--- src/design/q6k_pkg.sv ---
// ----------------------------------------------------------------------------
// q6k_pkg - shared types, constants and helpers
// Block geometry, controller/datapath command and status words, float helpers.
// ----------------------------------------------------------------------------
package q6k_pkg;

	localparam int BLOCK_ELEMENTS   = 256;
	localparam int SLICES_PER_BLOCK = BLOCK_ELEMENTS / 4;
	localparam int SLICE_W          = $clog2(SLICES_PER_BLOCK);
	localparam int MANT_W           = 50;   // working mantissa of the float unit
	localparam int LZ_W             = 6;
	localparam int EXP_W            = 12;   // signed working exponent

	localparam logic [31:0] QNAN_DEFAULT = 32'hffc00000;
	localparam logic [31:0] QUIET_BIT    = 32'h00400000;

	// float unit operations
	typedef enum logic [1:0] {
		FP_CVT,
		FP_MUL,
		FP_ADD
	} fp_op_t;

	// steps of the block fold
	typedef enum logic [1:0] {
		FOLD_CVT,    // block sum to fp32
		FOLD_SCALE,  // act scale * weight scale
		FOLD_BLOCK,  // block scale * block sum
		FOLD_ACC     // running total + block product
	} fold_op_t;

	typedef struct packed {
		logic             accept;     // slice word taken this cycle
		logic             first;      // slice 0 of a block
		logic [1:0]       sel;        // {half, position bit 4}
		logic             fp_start;
		fold_op_t         fold_op;
		logic             save_tmp;
		logic             sum_clear;
		logic             total_load;
		logic             out_load;
	} dp_cmd_t;

	typedef struct packed {
		logic out_free;
	} dp_sts_t;

	// fp16 to fp32, exact
	function automatic logic [31:0] half_to_single(input logic [15:0] h);
		logic [4:0]  ex;
		logic [9:0]  man;
		logic [3:0]  p;
		logic [9:0]  nman;
		logic [7:0]  e32;
		logic [31:0] r;
		ex   = h[14:10];
		man  = h[9:0];
		p    = 4'd0;
		for (int i = 0; i < 10; i++) begin
			if (man[i]) p = 4'(i);
		end
		nman = man << (4'd10 - p);
		e32  = 8'd103 + {4'd0, p};
		if (ex == 5'd0) begin
			if (man == 10'd0) r = {h[15], 31'd0};
			else r = {h[15], e32, nman, 13'd0};
		end else if (ex == 5'd31) begin
			r = {h[15], 8'hff, man, 13'd0};
		end else begin
			r = {h[15], 3'd0, ex} + 32'd0;
			r = {h[15], 8'({3'd0, ex} + 8'd112), man, 13'd0};
		end
		return r;
	endfunction

	// leading zero count over the working mantissa
	function automatic logic [LZ_W-1:0] lzc(input logic [MANT_W-1:0] m);
		logic [LZ_W-1:0] n;
		n = LZ_W'(MANT_W);
		for (int i = 0; i < MANT_W; i++) begin
			if (m[i]) n = LZ_W'(MANT_W - 1 - i);
		end
		return n;
	endfunction

endpackage

--- src/design/q6k_ctrl.sv ---
// ----------------------------------------------------------------------------
// q6k_ctrl - slice counter and fold sequencer
// Takes slices while running, then steps the float unit through the fold.
// ----------------------------------------------------------------------------
module q6k_ctrl (
	input  logic              clk,
	input  logic              arst_n,
	input  logic              s_tvalid,
	output logic              s_tready,
	input  logic              s_tlast,
	input  q6k_pkg::dp_sts_t  sts,
	output q6k_pkg::dp_cmd_t  cmd
);

	localparam int SW = q6k_pkg::SLICE_W;

	typedef enum logic [2:0] {
		ST_RUN,
		ST_DRAIN,
		ST_CVT,
		ST_SCALE,
		ST_BLOCK,
		ST_ACC,
		ST_DONE,
		ST_OUT
	} state_t;

	state_t        state_q;
	logic [SW-1:0] slice_q;
	logic [1:0]    cnt_q;
	logic          eov_q;
	logic          acc, op_state;

	assign acc      = s_tvalid && (state_q == ST_RUN);
	assign s_tready = state_q == ST_RUN;
	assign op_state = (state_q == ST_CVT) || (state_q == ST_SCALE) ||
		(state_q == ST_BLOCK) || (state_q == ST_ACC);

	// state, slice count and step counter
	always_ff @(posedge clk or negedge arst_n) begin
		if (!arst_n) begin
			state_q <= ST_RUN;
			slice_q <= '0;
			cnt_q   <= 2'd0;
			eov_q   <= 1'b0;
		end else begin
			case (state_q)
				ST_RUN: begin
					if (acc) begin
						if (s_tlast || slice_q == SW'(q6k_pkg::SLICES_PER_BLOCK - 1)) begin
							eov_q   <= s_tlast;
							slice_q <= '0;
							state_q <= ST_DRAIN;
						end else begin
							slice_q <= slice_q + 1'b1;
						end
					end
				end
				ST_DRAIN: begin
					cnt_q   <= 2'd0;
					state_q <= ST_CVT;
				end
				ST_CVT, ST_SCALE, ST_BLOCK, ST_ACC: begin
					if (cnt_q == 2'd2) begin
						cnt_q <= 2'd0;
						case (state_q)
							ST_CVT:   state_q <= ST_SCALE;
							ST_SCALE: state_q <= ST_BLOCK;
							ST_BLOCK: state_q <= ST_ACC;
							default:  state_q <= ST_DONE;
						endcase
					end else begin
						cnt_q <= cnt_q + 1'b1;
					end
				end
				ST_DONE: begin
					state_q <= eov_q ? ST_OUT : ST_RUN;
				end
				ST_OUT: begin
					if (sts.out_free) state_q <= ST_RUN;
				end
				default: state_q <= ST_RUN;
			endcase
		end
	end

	// commands to the datapath
	always_comb begin
		cmd            = '0;
		cmd.accept     = acc;
		cmd.first      = slice_q == '0;
		cmd.sel        = slice_q[SW-1 -: 2];
		cmd.fp_start   = op_state && (cnt_q == 2'd0);
		cmd.save_tmp   = (state_q == ST_SCALE) && (cnt_q == 2'd0);
		cmd.sum_clear  = (state_q == ST_CVT) && (cnt_q == 2'd0);
		cmd.total_load = state_q == ST_DONE;
		cmd.out_load   = (state_q == ST_OUT) && sts.out_free;
		case (state_q)
			ST_SCALE: cmd.fold_op = q6k_pkg::FOLD_SCALE;
			ST_BLOCK: cmd.fold_op = q6k_pkg::FOLD_BLOCK;
			ST_ACC:   cmd.fold_op = q6k_pkg::FOLD_ACC;
			default:  cmd.fold_op = q6k_pkg::FOLD_CVT;
		endcase
	end

endmodule

--- config.mk ---
export PLATFORM = sky130hd
export DESIGN_NAME = q6k_ctrl
export DESIGN_NICKNAME = d
export VERILOG_FILES = /design/src/design/q6k_pkg.sv /design/src/design/q6k_ctrl.sv
export SDC_FILE = /design/constraint.sdc
export NUM_CORES = 1
export LEC_CHECK = 0
export BUFFER_PORTS_ARGS = -buffer_cell sky130_fd_sc_hd__buf_2
export CORE_MARGIN = 4
export CORE_UTILIZATION = 50
export CTS_BUF_LIST = sky130_fd_sc_hd__clkbuf_8
export CTS_CLUSTER_DIAMETER = 50
export DETAILED_ROUTE_END_ITERATION = 16
export GPL_ROUTABILITY_DRIVEN = 1
export HOLD_SLACK_MARGIN = 0.12
export PLACE_DENSITY_LB_ADDON = 0.05
export SYNTH_ARGS = -nofsm -noshare
export SYNTH_HDL_FRONTEND = slang
export SYNTH_SLANG_ARGS = --single-unit
--- constraint.sdc ---
create_clock -name clk -period 2.4 [get_ports clk]
set_input_delay 0.36 -clock clk [delete_from_list [all_inputs] [get_ports clk]]
set_output_delay 0.36 -clock clk [all_outputs]
set_load 0.02 [all_outputs]
==> flow_metrics.py <==
metrics = {
    "place": {
        "post_dp_cell_area_um2": 840,
        "portBuffers": 16,
        "pre_cts_ws_ns": 0.506,
        "dp_hpwl_um": 1200,
        "gp_congestion": 0.765,
        "dp_cells": 119,
    },
    "route": {
        "drt-pass1-iter-count": 4,
        "vias": 736,
        "drt_iter0_drc": 23,
        "vias_per_cell": 5.94,
        "avgRoutedWirePerCell_um": 13.0,
        "ant_nets": 0,
        "routed_wirelength_um": 1610,
        "drc": 0,
    },
    "critical_path": {
        "cp_max_fo": 14,
        "cp_data_arrival_time_ns": 1.78,
        "slowest_delay_ns": 0.67,
        "crit_family": "simple AND/OR/NAND/NOR gates",
        "crit_slowest_cell": "or4b_4",
        "cp.required_ns": 2.04,
        "crit_path_start_kind": "register",
        "crit_chain": "or4b_4 > inv_1 > buf_2",
        "endpoint_kind": "output port",
        "path_class": "register to output port",
        "crit_buf_inv": 2,
    },
    "grt": {
        "grt_use_total_pct": 17.2,
        "grt_antenna_before_repair": 0,
        "grt_pass1_wl_um": 2600,
        "overflow": 0,
        "grt_pass1_vias": 566,
        "grt_max_degree": 15,
    },
    "synthesis": {
        "synth_area_um2": 785,
        "synth.most_common_cell": "nand2_1",
        "synth_top_cells_by_area": "dfrtp_1 (38%), nand2_1 (6.2%), o21ai_0 (4.5%)",
        "ys_types": 32,
        "async_flop_share_pct": 100,
        "yosys.area.top_type": "dfrtp_1",
        "synthFlopType": "dfrtp_1",
        "synth_area_per_cell_um2": 8.35,
        "synth_top_cells_by_count": "nand2_1 (13), dfrtp_1 (12), o21ai_0 (7)",
        "synth_edf_count": 0,
        "synthCells": 94,
        "yosysTopAreaCellShare_pct": 38.3,
        "synth_warnings": 0,
        "ys_ff_latch": 12,
        "syn_nets": 101,
        "ys_seq_area_share_pct": 38.3,
    },
    "clock_tree": {
        "numCtsBuffers": 3,
        "clk_pin_slew_ns": 0.06,
        "cts.sinks": 12,
        "ctsRootBufferMaster": "clkbuf_8",
        "clock_path_buffers": 2,
        "cts_htree_levels": 1,
        "cts_tree": "done",
        "clk_latency_ns": 0.24,
    },
    "power": {
        "power.static_leakage_nw": 0.430,
        "total_power_mw": 1.08,
        "cellPowerDensity_nw_per_um2": 1190,
        "ir_drop_mv": 0.817,
    },
    "die": {
        "design.portCount": 17,
        "die_w_um": 47.6,
        "coreArea_um2": 1490,
        "dieArea_um2": 2270,
        "rows": 14,
        "initial_core_util_pct": 52.7,
        "die_h_um": 47.6,
    },
    "timing": {
        "finalMaxSlewViolations": 0,
        "fmax_mhz": 466,
        "worst_pin_slew_ns": 0.423,
        "tns_ns": 0,
        "setup_viol": 0,
        "fin_crit_ns": 2.14,
        "hold_viol": 0,
        "holdWs_ns": 0.402,
        "finalClockSkew_ns": 0.0103,
        "rsz0062_at_grt": "no",
        "maxSlewHeadroom_pct": 71.5,
        "fin_crit_sh_pct": 89.3,
        "fin_ws_ns": 0.256,
    },
    "cells_and_area": {
        "drive_above_1_share_pct": 20.4,
        "area_growth_syn_to_layout_pct": 15.3,
        "postLayoutCellArea_um2": 905,
        "instances_no_fill": 124,
        "nNetsFinal": 116,
        "fin_util_pct": 60.8,
        "num_antenna_cells": 0,
        "fillers": 125,
    },
    "status": {
        "status": "completed",
    },
    "job": {
        "max_cap_violations": 0,
    },
    "min_path": {
        "hold_class": "primary input to register",
    },
}
-- per-layer routing --
metal,global-route usage [%],vias up,share of wire [%]
met4,8.06,0,1.8
met2,20.6,24,41
li1,-,364,-
met5,0,-,0
met3,5.64,4,7.9
met1,27.0,344,49
-- kinds of logic (layout without fill, tap and decap cells) --
logic type / after synthesis / after routing / synth area share (%)
flip-flops: 12 / 12 / 38.3
XOR/XNOR: 2 / 2 / 2.23
AO/OA/AOI/OAI: 25 / 25 / 21.2
adder cells (fa/ha/maj): 2 / 2 / 3.19
AND/OR/NAND/NOR: 40 / 40 / 26.5
buffers and inverters: 13 / 27 / 8.61
-- where the power goes --
group / total [mW] / leakage, nW / switching [mW] / internal [mW]
sequential: 0.407 / 0.142 / 0.134 / 0.273
clock: 0.217 / 0.0288 / 0.0729 / 0.145
combinational: 0.451 / 0.259 / 0.255 / 0.196
-- path summary, 6_finish.rpt --
kind / from / slack (ns) / cells after the start / end
setup reg to reg: state_q[2] / 0.50 / 3 / slice_q[5]
hold / removal: s_tlast / 0.40 / 2 / slice_q[4]
min in group asynchronous: arst_n / 0.52 / 2 / state_q[2]
hold reg to reg: slice_q[0] / 0.56 / 2 / slice_q[0]
setup / recovery: state_q[2] / 0.26 / 3 / cmd[10]
max in group asynchronous: arst_n / 1.66 / 2 / slice_q[1]
-- cells in the final DEF (no fill, tap or decap), types with 3 or more instances in the layout --
master	instances
nor2_1	6
dfrtp_1	12
nand2_1	13
nand3_1	5
o21ai_0	7
o22ai_1	5
nor3_1	3
clkbuf_8	4
inv_1	6
nor4_1	3
buf_2	16
-- flip-flops by register name, indices dropped and copies added (netlist names) --
register	flops
slice_q	6
state_q	3
eov_q	1
cnt_q	2
-- worst reg2reg max path, cell delays in order (launching register included) --
cell and delay (ns):
dfrtp_1 0.53, or4b_4 0.67, or4b_1 0.54, o211ai_1 0.09
-- cell type report --
type	count	area [µm²]	share of cell area, %
inverters	6	22.5	2.49
well taps	16	20.0	2.21
clock buffers	4	55.1	6.09
multi-input cells	69	417	46.1
repair buffers	17	90.1	9.96
flip-flops and latches	12	300	33.2
-- what timing repair did --
item | 4_1_cts | 5_1_grt
hold buffers | 1 | 0
hold endpoints to repair | 12 | 0
gates resized for setup | 0 | 0
setup buffers | 0 | 0
Note: power is estimated with default switching activity, not from simulation.
